## config.mk

```make
export PLATFORM = sky130hd
export DESIGN_NAME = two_bit_timed_pair_transmitter
export DESIGN_NICKNAME = d
export VERILOG_FILES = /design/src/hdl/tbtp_pkg.sv /design/src/hdl/tbtp_regs.sv /design/src/hdl/tbtp_front.sv /design/src/hdl/tbtp_back.sv /design/src/hdl/two_bit_timed_pair_transmitter.sv
export VERILOG_INCLUDE_DIRS = /design/src /design/src/hdl
export SDC_FILE = /design/constraint.sdc
export NUM_CORES = 2
export LEC_CHECK = 0
export ABC_AREA = 0
export BUFFER_PORTS_ARGS = -buffer_cell sky130_fd_sc_hd__buf_2
export CORE_UTILIZATION = 30
export DETAILED_ROUTE_END_ITERATION = 16
export PLACE_DENSITY_LB_ADDON = 0.15
export SKIP_CTS_REPAIR_TIMING = 1
export SLEW_MARGIN = 25
export SYNTH_ARGS = -nofsm -noshare
export SYNTH_HDL_FRONTEND = slang
export SYNTH_SLANG_ARGS = --single-unit
```

## constraint.sdc

```tcl
create_clock -name i_clk -period 5.1 [get_ports i_clk]
set_input_delay 0.51 -clock i_clk [delete_from_list [all_inputs] [get_ports i_clk]]
set_output_delay 0.51 -clock i_clk [all_outputs]
set_load 0.01 [all_outputs]
```

## src/hdl/two_bit_timed_pair_transmitter_macros.svh

```systemverilog
// ----------------------------------------------------------------------------
// Assertion macros for the two-bit timed pair transmitter
// Concurrent checks that compile away when SYNTHESIS is defined.
// ----------------------------------------------------------------------------
`ifndef TWO_BIT_TIMED_PAIR_TRANSMITTER_MACROS_SVH
`define TWO_BIT_TIMED_PAIR_TRANSMITTER_MACROS_SVH

`ifndef SYNTHESIS
// consequent must hold in the same cycle as the antecedent
`define TBTP_ASSERT_SAME(label, clk, rst_n, ante, cons) \
    label: assert property (@(posedge clk) disable iff (!rst_n) (ante) |-> (cons)) \
        else $error("tbtp: same-cycle check failed");
// consequent must hold in the cycle after the antecedent
`define TBTP_ASSERT_NEXT(label, clk, rst_n, ante, cons) \
    label: assert property (@(posedge clk) disable iff (!rst_n) (ante) |=> (cons)) \
        else $error("tbtp: next-cycle check failed");
`else
`define TBTP_ASSERT_SAME(label, clk, rst_n, ante, cons)
`define TBTP_ASSERT_NEXT(label, clk, rst_n, ante, cons)
`endif

`endif

```

## src/hdl/tbtp_pkg.sv

```systemverilog
// ----------------------------------------------------------------------------
// tbtp_pkg
// Shared types, sizes and codes of the two-bit timed pair transmitter.
// ----------------------------------------------------------------------------
package tbtp_pkg;

    // request kinds as carried on the input tuser
    localparam logic [1:0] MODE_TICK   = 2'd0;
    localparam logic [1:0] MODE_SINGLE = 2'd1;
    localparam logic [1:0] MODE_LOAD   = 2'd2;
    localparam logic [1:0] MODE_BLOCK  = 2'd3;

    // byte buffer
    localparam int BUF_DEPTH = 256;
    localparam int BUF_AW    = $clog2(BUF_DEPTH);

    // queue between front and back
    localparam int QUEUE_DEPTH = 4;
    localparam int QUEUE_AW    = $clog2(QUEUE_DEPTH);

    // event time base
    localparam int TIME_W = 16;

    // timing registers
    typedef struct packed {
        logic [9:0] single_first_us;
        logic [9:0] block_first_us;
        logic [7:0] pair_spacing_us;
        logic [7:0] block_gap_us;
        logic [7:0] tail_hold_us;
    } t_cfg;

    // decoded request kind, one-hot
    typedef struct packed {
        logic is_tick;
        logic is_single;
        logic is_load;
        logic is_block;
    } t_kind;

    // one classified request
    typedef struct packed {
        t_kind      kind;
        logic [7:0] byte_value;
        logic [7:0] burst_length;
        logic       data_line_in;
        logic       atn_active;
    } t_item;

    // one result, last field in the lowest bit
    typedef struct packed {
        logic aborted;
        logic finished;
        logic busy_res;
        logic data_line_out;
        logic clk_line_out;
    } t_result;

endpackage

```

## src/hdl/tbtp_regs.sv

```systemverilog
// ----------------------------------------------------------------------------
// tbtp_regs
// APB register file holding the five timing registers.
// ----------------------------------------------------------------------------
module tbtp_regs (
    input  logic                 i_clk,
    input  logic                 i_rst_n,
    input  logic                 psel,
    input  logic                 penable,
    input  logic                 pwrite,
    input  logic [4:0]           paddr,
    input  logic [31:0]          pwdata,
    output logic [31:0]          prdata,
    output logic                 pready,
    output tbtp_pkg::t_cfg       o_cfg
);
    import tbtp_pkg::*;

    localparam logic [2:0] REG_SINGLE_FIRST = 3'd0;
    localparam logic [2:0] REG_BLOCK_FIRST  = 3'd1;
    localparam logic [2:0] REG_PAIR_SPACING = 3'd2;
    localparam logic [2:0] REG_BLOCK_GAP    = 3'd3;
    localparam logic [2:0] REG_TAIL_HOLD    = 3'd4;

    t_cfg       r_cfg;
    logic       wr_en;
    logic [2:0] reg_idx;

    assign pready  = 1'b1;
    assign reg_idx = paddr[4:2];
    assign wr_en   = psel & penable & pwrite & pready;

    // register writes
    always_ff @(posedge i_clk) begin
        if (!i_rst_n) begin
            r_cfg.single_first_us <= 10'd31;
            r_cfg.block_first_us  <= 10'd43;
            r_cfg.pair_spacing_us <= 8'd29;
            r_cfg.block_gap_us    <= 8'd51;
            r_cfg.tail_hold_us    <= 8'd5;
        end else if (wr_en) begin
            case (reg_idx)
                REG_SINGLE_FIRST: r_cfg.single_first_us <= pwdata[9:0];
                REG_BLOCK_FIRST:  r_cfg.block_first_us  <= pwdata[9:0];
                REG_PAIR_SPACING: r_cfg.pair_spacing_us <= pwdata[7:0];
                REG_BLOCK_GAP:    r_cfg.block_gap_us    <= pwdata[7:0];
                REG_TAIL_HOLD:    r_cfg.tail_hold_us    <= pwdata[7:0];
                default: ;
            endcase
        end
    end

    // read mux
    always_comb begin
        case (reg_idx)
            REG_SINGLE_FIRST: prdata = {22'd0, r_cfg.single_first_us};
            REG_BLOCK_FIRST:  prdata = {22'd0, r_cfg.block_first_us};
            REG_PAIR_SPACING: prdata = {24'd0, r_cfg.pair_spacing_us};
            REG_BLOCK_GAP:    prdata = {24'd0, r_cfg.block_gap_us};
            REG_TAIL_HOLD:    prdata = {24'd0, r_cfg.tail_hold_us};
            default:          prdata = 32'd0;
        endcase
    end

    assign o_cfg = r_cfg;

endmodule

```

## src/hdl/tbtp_front.sv

```systemverilog
// ----------------------------------------------------------------------------
// tbtp_front
// Accepts stream requests, decodes their kind and queues them for the back.
// ----------------------------------------------------------------------------
`include "two_bit_timed_pair_transmitter_macros.svh"

module tbtp_front (
    input  logic                 i_clk,
    input  logic                 i_rst_n,
    input  logic                 i_valid,
    output logic                 o_ready,
    input  logic [1:0]           i_mode,
    input  logic [23:0]          i_data,
    output logic                 o_head_valid,
    output tbtp_pkg::t_item      o_head,
    input  logic                 i_pop
);
    import tbtp_pkg::*;

    t_item               r_queue [QUEUE_DEPTH];
    logic [QUEUE_AW-1:0] r_wr;
    logic [QUEUE_AW-1:0] r_rd;
    logic [QUEUE_AW:0]   r_count;
    t_item               item;
    logic                push;
    logic                pop;

    // classify the request
    always_comb begin
        item.kind.is_tick   = (i_mode == MODE_TICK);
        item.kind.is_single = (i_mode == MODE_SINGLE);
        item.kind.is_load   = (i_mode == MODE_LOAD);
        item.kind.is_block  = (i_mode == MODE_BLOCK);
        item.byte_value     = i_data[7:0];
        item.burst_length   = i_data[15:8];
        item.data_line_in   = i_data[16];
        item.atn_active     = i_data[17];
    end

    assign o_ready      = (r_count != (QUEUE_AW+1)'(QUEUE_DEPTH));
    assign push         = i_valid & o_ready;
    assign o_head_valid = (r_count != '0);
    assign pop          = i_pop & o_head_valid;
    assign o_head       = r_queue[r_rd];

    // queue storage
    always_ff @(posedge i_clk) begin
        if (push) begin
            r_queue[r_wr] <= item;
        end
    end

    // queue pointers and fill count
    always_ff @(posedge i_clk) begin
        if (!i_rst_n) begin
            r_wr    <= '0;
            r_rd    <= '0;
            r_count <= '0;
        end else begin
            if (push) begin
                r_wr <= r_wr + 1'b1;
            end
            if (pop) begin
                r_rd <= r_rd + 1'b1;
            end
            case ({push, pop})
                2'b10:   r_count <= r_count + 1'b1;
                2'b01:   r_count <= r_count - 1'b1;
                default: r_count <= r_count;
            endcase
        end
    end

    `TBTP_ASSERT_SAME(a_pop_nonempty, i_clk, i_rst_n, i_pop, r_count != '0)
    `TBTP_ASSERT_NEXT(a_push_grows, i_clk, i_rst_n, push && !pop, r_count == $past(r_count) + 1'b1)
    `TBTP_ASSERT_NEXT(a_both_stable, i_clk, i_rst_n, push && pop, $stable(r_count))

endmodule

```

## src/hdl/tbtp_back.sv

```systemverilog
// ----------------------------------------------------------------------------
// tbtp_back
// Executes queued requests: handshake waits, tick timing, pair driving,
// the byte buffer, and the registered result slot.
// ----------------------------------------------------------------------------
`include "two_bit_timed_pair_transmitter_macros.svh"

module tbtp_back (
    input  logic                 i_clk,
    input  logic                 i_rst_n,
    input  tbtp_pkg::t_cfg       i_cfg,
    input  logic                 i_head_valid,
    input  tbtp_pkg::t_item      i_head,
    output logic                 o_pop,
    output logic                 o_valid,
    input  logic                 i_ready,
    output tbtp_pkg::t_result    o_result
);
    import tbtp_pkg::*;

    localparam logic [2:0] PH_IDLE      = 3'd0;
    localparam logic [2:0] PH_WAIT_LOW  = 3'd1;
    localparam logic [2:0] PH_WAIT_HIGH = 3'd2;
    localparam logic [2:0] PH_PAIRS     = 3'd3;
    localparam logic [2:0] PH_ENDING    = 3'd4;
    localparam logic [2:0] PH_TAIL      = 3'd5;

    // transfer state
    logic [2:0]        r_phase,  n_phase;
    logic [TIME_W-1:0] r_tick,   n_tick;
    logic [TIME_W-1:0] r_event,  n_event;
    logic [7:0]        r_shift,  n_shift;
    logic [1:0]        r_pair,   n_pair;
    logic [7:0]        r_left,   n_left;
    logic [BUF_AW-1:0] r_rd_ptr, n_rd_ptr;
    logic [BUF_AW-1:0] r_wr_ptr, n_wr_ptr;
    logic              r_block,  n_block;
    logic              r_clk,    n_clk;
    logic              r_dat,    n_dat;
    logic              r_load_pend, n_load_pend;

    // buffer
    logic [7:0]        r_mem [BUF_DEPTH];
    logic [7:0]        r_rd_data;
    logic              load_en;
    logic              wr_en;

    // result slot
    logic              r_out_valid;
    t_result           r_out;

    logic              take;
    logic [7:0]        cur_shift;
    logic [TIME_W-1:0] tick_inc;
    logic [7:0]        left_dec;
    logic              fin;
    logic              abt;

    assign take      = i_head_valid & (~r_out_valid | i_ready);
    assign o_pop     = take;
    assign cur_shift = r_load_pend ? r_rd_data : r_shift;
    assign tick_inc  = r_tick + 1'b1;
    assign left_dec  = r_left - 1'b1;

    function automatic logic [BUF_AW-1:0] ptr_next(input logic [BUF_AW-1:0] p);
        ptr_next = (p == BUF_AW'(BUF_DEPTH - 1)) ? '0 : p + 1'b1;
    endfunction

    // next-state logic for one request
    always_comb begin
        n_phase     = r_phase;
        n_tick      = r_tick;
        n_event     = r_event;
        n_shift     = cur_shift;
        n_pair      = r_pair;
        n_left      = r_left;
        n_rd_ptr    = r_rd_ptr;
        n_wr_ptr    = r_wr_ptr;
        n_block     = r_block;
        n_clk       = r_clk;
        n_dat       = r_dat;
        n_load_pend = 1'b0;
        load_en     = 1'b0;
        wr_en       = 1'b0;
        fin         = 1'b0;
        abt         = 1'b0;
        if (take) begin
            if (i_head.kind.is_single) begin
                if (r_phase == PH_IDLE) begin
                    n_shift = i_head.byte_value;
                    n_block = 1'b0;
                    n_left  = '0;
                    n_pair  = '0;
                    n_phase = PH_WAIT_LOW;
                end
            end else if (i_head.kind.is_load) begin
                wr_en    = 1'b1;
                n_wr_ptr = ptr_next(r_wr_ptr);
            end else if (i_head.kind.is_block) begin
                if (r_phase == PH_IDLE) begin
                    n_block = 1'b1;
                    n_left  = i_head.burst_length;
                    n_pair  = '0;
                    n_phase = PH_WAIT_LOW;
                end
            end else if (r_phase == PH_WAIT_LOW || r_phase == PH_WAIT_HIGH) begin
                // handshake waits
                if (i_head.atn_active) begin
                    abt     = 1'b1;
                    n_phase = PH_IDLE;
                end else if (r_phase == PH_WAIT_LOW) begin
                    if (!i_head.data_line_in) begin
                        n_clk   = 1'b1;
                        n_phase = PH_WAIT_HIGH;
                    end
                end else if (i_head.data_line_in) begin
                    n_tick = '0;
                    if (r_block) begin
                        n_event = TIME_W'(i_cfg.block_first_us);
                        if (r_left == '0) begin
                            n_phase = PH_ENDING;
                        end else begin
                            load_en = 1'b1;
                            n_phase = PH_PAIRS;
                        end
                    end else begin
                        n_event = TIME_W'(i_cfg.single_first_us);
                        n_phase = PH_PAIRS;
                    end
                end
            end else if (r_phase != PH_IDLE) begin
                // timed events
                n_tick = tick_inc;
                if (tick_inc == r_event) begin
                    if (r_phase == PH_PAIRS) begin
                        n_clk   = cur_shift[7];
                        n_dat   = cur_shift[6];
                        n_shift = {cur_shift[5:0], 2'b00};
                        if (r_pair != 2'd3) begin
                            n_pair  = r_pair + 1'b1;
                            n_event = r_event + TIME_W'(i_cfg.pair_spacing_us);
                        end else begin
                            n_pair = '0;
                            if (r_block) begin
                                n_left  = left_dec;
                                n_event = r_event + TIME_W'(i_cfg.block_gap_us);
                                if (left_dec == '0) begin
                                    n_phase = PH_ENDING;
                                end else begin
                                    load_en = 1'b1;
                                end
                            end else begin
                                n_event = r_event + TIME_W'(i_cfg.pair_spacing_us);
                                n_phase = PH_ENDING;
                            end
                        end
                    end else if (r_phase == PH_ENDING) begin
                        n_clk = 1'b0;
                        n_dat = 1'b1;
                        if (i_cfg.tail_hold_us == '0) begin
                            fin     = 1'b1;
                            n_phase = PH_IDLE;
                        end else begin
                            n_event = r_event + TIME_W'(i_cfg.tail_hold_us);
                            n_phase = PH_TAIL;
                        end
                    end else begin
                        fin     = 1'b1;
                        n_phase = PH_IDLE;
                    end
                end
            end
            if (load_en) begin
                n_rd_ptr    = ptr_next(r_rd_ptr);
                n_load_pend = 1'b1;
            end
        end
    end

    // byte buffer: one write port, one registered read port
    always_ff @(posedge i_clk) begin
        if (wr_en) begin
            r_mem[r_wr_ptr] <= i_head.byte_value;
        end
        if (load_en) begin
            r_rd_data <= r_mem[r_rd_ptr];
        end
    end

    // state registers
    always_ff @(posedge i_clk) begin
        if (!i_rst_n) begin
            r_phase     <= PH_IDLE;
            r_tick      <= '0;
            r_event     <= '0;
            r_shift     <= '0;
            r_pair      <= '0;
            r_left      <= '0;
            r_rd_ptr    <= '0;
            r_wr_ptr    <= '0;
            r_block     <= 1'b0;
            r_clk       <= 1'b0;
            r_dat       <= 1'b1;
            r_load_pend <= 1'b0;
        end else begin
            r_phase     <= n_phase;
            r_tick      <= n_tick;
            r_event     <= n_event;
            r_shift     <= n_shift;
            r_pair      <= n_pair;
            r_left      <= n_left;
            r_rd_ptr    <= n_rd_ptr;
            r_wr_ptr    <= n_wr_ptr;
            r_block     <= n_block;
            r_clk       <= n_clk;
            r_dat       <= n_dat;
            r_load_pend <= n_load_pend;
        end
    end

    // result slot
    always_ff @(posedge i_clk) begin
        if (!i_rst_n) begin
            r_out_valid <= 1'b0;
        end else begin
            r_out_valid <= take | (r_out_valid & ~i_ready);
        end
    end

    always_ff @(posedge i_clk) begin
        if (take) begin
            r_out.clk_line_out  <= n_clk;
            r_out.data_line_out <= n_dat;
            r_out.busy_res      <= (n_phase != PH_IDLE);
            r_out.finished      <= fin;
            r_out.aborted       <= abt;
        end
    end

    assign o_valid  = r_out_valid;
    assign o_result = r_out;

    `TBTP_ASSERT_SAME(a_flags_excl, i_clk, i_rst_n, r_out_valid, !(r_out.finished && r_out.aborted))
    `TBTP_ASSERT_SAME(a_end_not_busy, i_clk, i_rst_n, r_out_valid && (r_out.finished || r_out.aborted), !r_out.busy_res)
    `TBTP_ASSERT_SAME(a_pend_in_pairs, i_clk, i_rst_n, r_load_pend, r_phase == PH_PAIRS)
    `TBTP_ASSERT_NEXT(a_take_fills, i_clk, i_rst_n, take, r_out_valid)

endmodule

```

## src/hdl/two_bit_timed_pair_transmitter.sv

```systemverilog
// ----------------------------------------------------------------------------
// two_bit_timed_pair_transmitter
// Two-wire byte sender driving bit pairs on CLK/DATA at tick-counted times.
// ----------------------------------------------------------------------------
// Every request on the input stream yields exactly one result on the output
// stream. The block sustains one request per clock: the front decodes and
// queues up to four requests, and the back executes one per cycle as long as
// its registered result slot is free or being drained; a request passes the
// queue and then the result slot. The byte buffer is a 256-entry memory with
// one write and one registered read port; a buffer read issued by one request
// is folded into the shift register on the following cycle. Timing registers
// are written over APB and should only be changed while no transfer runs.
module two_bit_timed_pair_transmitter (
    input  logic        i_clk,
    input  logic        i_rst_n,
    // input requests
    input  logic        s_axis_tvalid,
    output logic        s_axis_tready,
    input  logic [23:0] s_axis_tdata,  // [7:0] byte_value, [15:8] burst_length,
                                       // [16] data_line_in, [17] atn_active
    input  logic [1:0]  s_axis_tuser,  // [1:0] mode
    // results
    output logic        m_axis_tvalid,
    input  logic        m_axis_tready,
    output logic [7:0]  m_axis_tdata,  // [0] clk_line_out, [1] data_line_out,
                                       // [2] busy_res, [3] finished, [4] aborted
    // configuration
    input  logic        psel,
    input  logic        penable,
    input  logic        pwrite,
    input  logic [4:0]  paddr,
    input  logic [31:0] pwdata,
    output logic [31:0] prdata,
    output logic        pready
);
    import tbtp_pkg::*;

    t_cfg    cfg;
    logic    head_valid;
    t_item   head;
    logic    pop;
    t_result result;

    tbtp_regs u_regs (
        .i_clk   (i_clk),
        .i_rst_n (i_rst_n),
        .psel    (psel),
        .penable (penable),
        .pwrite  (pwrite),
        .paddr   (paddr),
        .pwdata  (pwdata),
        .prdata  (prdata),
        .pready  (pready),
        .o_cfg   (cfg)
    );

    tbtp_front u_front (
        .i_clk        (i_clk),
        .i_rst_n      (i_rst_n),
        .i_valid      (s_axis_tvalid),
        .o_ready      (s_axis_tready),
        .i_mode       (s_axis_tuser),
        .i_data       (s_axis_tdata),
        .o_head_valid (head_valid),
        .o_head       (head),
        .i_pop        (pop)
    );

    tbtp_back u_back (
        .i_clk        (i_clk),
        .i_rst_n      (i_rst_n),
        .i_cfg        (cfg),
        .i_head_valid (head_valid),
        .i_head       (head),
        .o_pop        (pop),
        .o_valid      (m_axis_tvalid),
        .i_ready      (m_axis_tready),
        .o_result     (result)
    );

    assign m_axis_tdata = {3'b000, result};

endmodule
```

* Word-level counts from Yosys, hierarchy flattened
Memory sizes are Yosys's and may differ from the RTL's. A register that Yosys moved wholly into a read port is not among the register bits. Index checks and enable logic that the tools add are counted.
Storage, ports and cells: bits in registers 130, memories 2, logic and storage cells 244, input port bits 70, ROM bits 0, output and inout port bits 43, bits in latches 0, bits in writable memories 2136
Memories:
- u_back.r_mem | depth 256, bits a word 8, read ports 1, clocked after memory_dff 1, write ports 1, RTL line tbtp_back.sv:43 | logic [7:0] r_mem [BUF_DEPTH];
- u_front.r_queue | depth 4, bits a word 22, read ports 1, clocked after memory_dff 1, write ports 1, RTL line tbtp_front.sv:20 | t_item r_queue [QUEUE_DEPTH];
Operators by class: $lt $le $gt $ge 0, eq/ne operators 27, divide/modulo/power cells 0, add/subtract/negate cells 12, mux-type cells 127, bitwise logic cells 16, shift operators 0, multipliers 0, reduce and logical (&&, ||, !) cells 34
Operators by type and width (count):
- 2-to-1 mux 16 bit | 16
- 2-to-1 mux 8 bit | 23
- 2-to-1 mux 3 bit | 20
- 2-to-1 mux 1 bit | 54
- case mux 10 bit (5 select lines) | 1
- adder 16 x 8 -> 16 bit | 3
- logical NOT 8 bit | 3
- nonzero test 3 bit | 8
- 2-to-1 mux 2 bit | 11
- adder 16 x 1 -> 16 bit, second input constant | 1
- adder 8 x 1 -> 8 bit, second input constant | 2
- == test 16 bit | 1
- == test 8 bit, second input constant | 2
- AND reduction 2 bit | 7
- == test 3 x 2 -> 1 bit, second input constant | 4
- AND reduction 11 bit | 1
- 2-to-1 mux 10 bit | 1
- AND reduction 10 bit | 1
- != test 3 bit, second input constant | 3
- != test 2 x 1 -> 1 bit, second input constant | 4
- NOT 1 bit | 8
- AND reduction 8 bit | 1
- nonzero test 2 bit | 4
- subtractor 8 x 1 -> 8 bit, second input constant | 1
- 20 further kinds | 36

* Logic depth before layout (Yosys ltp)
depth in word-level cells 14, mapped depth 12, mapped depth without buffers 11

* Cells and area by module
A second synthesis with hierarchy kept.
Second synthesis, totals: cells, all modules 4507, area total of the unflattened synthesis 91256.3 µm²
Modules (own cells, without submodules):
- tbtp_back | cells an instance 4091, area an instance 85235.5 µm², instances 1, seq. area each 63370.8 µm²
- tbtp_front | cells an instance 170, area an instance 3693.5 µm², instances 1, seq. area each 2822.7 µm²
- tbtp_regs | cells an instance 242, area an instance 2301.0 µm², instances 1, seq. area each 880.8 µm²
- two_bit_timed_pair_transmitter | cells an instance 4, area an instance 26.3 µm², instances 1, seq. area each 0.0 µm²

* Least setup slack after synthesis
Ideal clock, no wire load.
path kind flip-flop to flip-flop, from reg (tool-made name), to mem u_back.r_mem[0][2] (data pin), data arrival time 3.286 ns, cell stages (with the launch flop) 4, setup time 0.553 ns, path buffers 2, slack 1.261 ns, clock period less this slack 3.839 ns, required time 4.547 ns, cell sequence dfxtp_1 > buf_2 > buf_1 > mux4_2
RTL lines (RTL line):
- end, declared | tbtp_back.sv:43

* Worst setup path in the final report
from reg u_back.r_tick[0], to reg u_back.r_rd_ptr[0]
On the way: cells in the longest elaborated chain, start to end 10
Ends and longest elaborated chain:
- start, declared | RTL line tbtp_back.sv:30 | logic [TIME_W-1:0] r_tick, n_tick;
- start signal, assigned | RTL line tbtp_back.sv:207 | r_tick <= n_tick;
- adder 16 x 1 -> 16 bit | RTL line tbtp_back.sv:62 | assign tick_inc = r_tick + 1'b1;
- == test 16 bit | RTL line tbtp_back.sv:134 | if (tick_inc == r_event) begin
- 2-to-1 mux 1 bit | RTL line tbtp_back.sv:134
- 2-to-1 mux 1 bit | RTL line tbtp_back.sv:131 | end else if (r_phase != PH_IDLE) begin
- 2-to-1 mux 1 bit | RTL line tbtp_back.sv:106 | end else if (r_phase == PH_WAIT_LOW || r_phase == PH_WAIT_HIGH) begin
- 2-to-1 mux 1 bit | RTL line tbtp_back.sv:99 | end else if (i_head.kind.is_block) begin
- 2-to-1 mux 1 bit | RTL line tbtp_back.sv:96 | end else if (i_head.kind.is_load) begin
- 2-to-1 mux 1 bit | RTL line tbtp_back.sv:88 | if (i_head.kind.is_single) begin
- 2-to-1 mux 1 bit | RTL line tbtp_back.sv:87 | if (take) begin
- AND reduction 2 bit (no source line)
- end signal, assigned | RTL line tbtp_back.sv:212 | r_rd_ptr <= n_rd_ptr;
- end, declared | RTL line tbtp_back.sv:35 | logic [BUF_AW-1:0] r_rd_ptr, n_rd_ptr;
Every way passes these cells. The select of a mux whose other input is x is not followed. A chain may end at the register's enable or synchronous reset.

==> metrics.txt <==
status finished, final reports clean; TritonCTS clock tree built; r2r setup slk roughly 950 ps; nets ~5000; remaining antenna violation count 0; port bufs 56; dpl cells 8538; sequential share of the synthesized area 73.7%; Die Y about 550 um; initial drt markers ~3500; Worst-Skew Late Latency between 900 and 1000 ps; worst hold endpoint u_back.r_rd_ptr[5]; critical path class reg2reg; clk_skew around 68 ps; fin crit share about four fifths; top cells by count, synth edfxtp_1, mux4_2, nor2_1, clkbuf_1, nand2_1; CTS max path bufs 4; initial core utilization 30.2%; CP endpoint kind register; YS warnings 0; R2R Path Start u_back.r_tick[0]; post-synth cell types 80; die area 305000 um2; Main synth FF type edfxtp_1; boundary pin count approximately 110; synthesized area per cell between 20 and 25 um2; pin count of the biggest net entering global routing between 150 and 200; worst-margin pin slew 1190 ps; Mapped Area about 90000 um2; top area cells in the synthesized netlist edfxtp_1, mux4_2, dfxtp_1; core area roughly 300000 um2; vias ~45000; initial antenna violation count 6; Die X 552 um; Max Slew Vio Count 0; Detailed Routing Iterations Pass 1 7; design area approximately 110000 um2; via/cell ratio 4.95; first-pass GRT wire length ~350000 um; worst-path maximum fanout 16; Sw Share about a quarter; Final min period roughly 4100 ps; Reg power frac about half; top-count cell post-synth edfxtp_1; DP HPWL 149000 um; hold_ws 31.3 ps; vias in the first global route 46700; Worst Hold Depth 2; unrepaired setup endpoints after global routing no; Slew HR about a fifth; post-route insts no fill around 9000; Num CTS Buffers between 200 and 250; Hold Crit Class in2reg; Clock transition at path regs roughly 60 ps; startpoint types register; Critical R2R Capture u_back.r_rd_ptr[0]; internal power about 34 mW; Worst EP arrival 4960 ps; share of cells above drive strength 1 about 28%; Area growth, synth to finish 16.4%; CTS root buf clkbuf_16; final setup TNS 0 ps; final wirelength around 250000 um; final total power around 45 mW; Post-Syn Instances about 4500; Final Hold Viols 0; peak supply drop between 300 and 400 uV; Worst EP required roughly 5900 ps; final setup violation count 0; LEAKAGE about 32 nW; Synth top area share between 70% and 80%; max-cap violations 0; Cell Area, Placed between 90000 and 100000 um2; flops & latches, synth ~2300; GRT Total Usage 16.0%; DR DRC count 0; number of synthesized flops with an enable pin between 2000 and 2500; post-DR wirelength/cell between 20 and 30 um; worst hold start i_rst_n; Pwr Density about 420 nW/um2; FMAX ~240 MHz; GPL Wtd Cong between 0.7 and 0.8; Clock power frac 38.2%; clock tree sinks ~2300; Yosys top cell by area edfxtp_1; ys async rst share 0%; floorplan row count 201; net load switching power ~11 mW; total grt overflow 0; logic gate share of total power 10.4%; R2R cell count 11; H-tree levels 4
==> final cells by class <==
cell class / instances / area (um2)
fill: 27900 / 195000
sequential: 2272 / 67000
multi-input combinational: 1929 / 22700
clock buffer: 310 / 6450
tap: 3958 / 4950
timing repair buffer: 382 / 3290
clock inverter: 140 / 1170
inverter: 31 / 116
antenna: 2 / 5.00
==> registers in the layout (all words and copies together), names as in the netlist, named ones only <==
| register | cells |
|---|---|
| u_back.r_clk | 1 |
| u_back.r_mem | 2048 |
| u_back.r_phase | 3 |
| u_back.r_block | 1 |
| u_front.r_wr | 2 |
| u_back.r_pair | 2 |
| u_front.r_count | 3 |
| u_back.r_tick | 16 |
| u_front.r_rd | 2 |
| u_front.r_queue | 84 |
| u_back.o_result | 5 |
| u_back.r_left | 8 |
| u_back.r_event | 16 |
| u_back.o_valid | 1 |
| u_back.r_rd_data | 8 |
| u_regs.o_cfg | 44 |
| u_back.r_rd_ptr | 8 |
| u_back.r_dat | 1 |
| u_back.r_load_pend | 1 |
| u_back.r_wr_ptr | 8 |
| u_back.r_shift | 8 |
==> routing by layer <==
layer | GRT usage [%] | routed length, um
met1 | 22.6 | 114000
met2 | 26.3 | 119000
met3 | 2.06 | 8570
met4 | 3.21 | 3930
met5 | 0 | 0
==> worst max path at each step <==
| stage | cells past startpoint | slack, ps | endpoint | start |
|---|---|---|---|---|
| after global routing | 11 | 600 | u_back.r_rd_ptr[6] | u_back.r_tick[0] |
| after CTS | 8 | 960 | u_back.r_mem[200][7] | register |
| final | 11 | 950 | u_back.r_rd_ptr[0] | u_back.r_tick[0] |
| after detailed placement | 11 | 940 | u_back.r_rd_ptr[0] | u_back.r_tick[0] |
| after global placement | 9 | 1010 | u_back.r_mem[8][6] | register |
| after floorplan | 3 | 1260 | u_back.r_mem[0][2] | register |
==> cell families after synthesis <==
logic type                 synth area share, %
AOI/OAI and AO/OA                         2.05
xor gates and xnor gates                 0.405
adders and majority gates                0.611
buffers and inverters                     1.46
DFF                                       73.7
muxes                                     17.9
other                                  0.00827
and+or+nand+nor                           3.83
==> per-stage QoR <==
step	util [%]	worst slack, ps
3_5_place_dp	32.5	940
4_1_cts	35.0	961
6_report	35.2	953
3_3_place_gp	32.5	1010
5_1_grt	35.2	603
2_1_floorplan	-	1260
==> cells in the final DEF (no fill, tap or decap), drive strengths merged, types with 12 or more instances in the layout <==
| master | count |
|---|---|
| edfxtp | 2145 |
| mux4 | 691 |
| nor2 | 355 |
| buf | 351 |
| clkbuf | 310 |
| nand2 | 172 |
| dfxtp | 127 |
| clkinv | 114 |
| a21oi | 107 |
| mux2i | 68 |
| o21ai | 58 |
| nand3 | 50 |
| ha | 38 |
| inv | 34 |
| dlygate4sd3 | 31 |
| nor3 | 30 |
| conb | 26 |
| xnor2 | 24 |
| nor2b | 21 |
| nor4 | 21 |
| nand2b | 19 |
| xor2 | 18 |
| bufinv | 16 |
| a22oi | 15 |
| a211oi | 15 |
| or3 | 13 |
| o211ai | 12 |
| o22ai | 12 |
| or4 | 12 |
| and2 | 12 |
==> power by group through the flow <==
stage / Sequential [mW] / Combinational [mW] / Clock, mW
2_1_floorplan: 23.6 / 2.27 / 0
3_3_place_gp: 23.4 / 4.60 / 0
3_5_place_dp: 23.4 / 4.78 / 0
4_1_cts: 23.0 / 4.77 / 17.6
5_1_grt: 23.0 / 5.13 / 18.2
6_report: 23.0 / 4.67 / 17.1
==> critical path, stage by stage, from the launching register on <==
cell	delay (ps)
dfxtp_1	460
ha_1	340
nand3_1	350
nor4_1	650
nor2b_1	130
or4_4	590
nor4_4	280
buf_4	230
a31oi_1	160
buf_4	260
or4_1	480
a21oi_1	150
No activity file was read; power rests on OpenSTA's default activity.
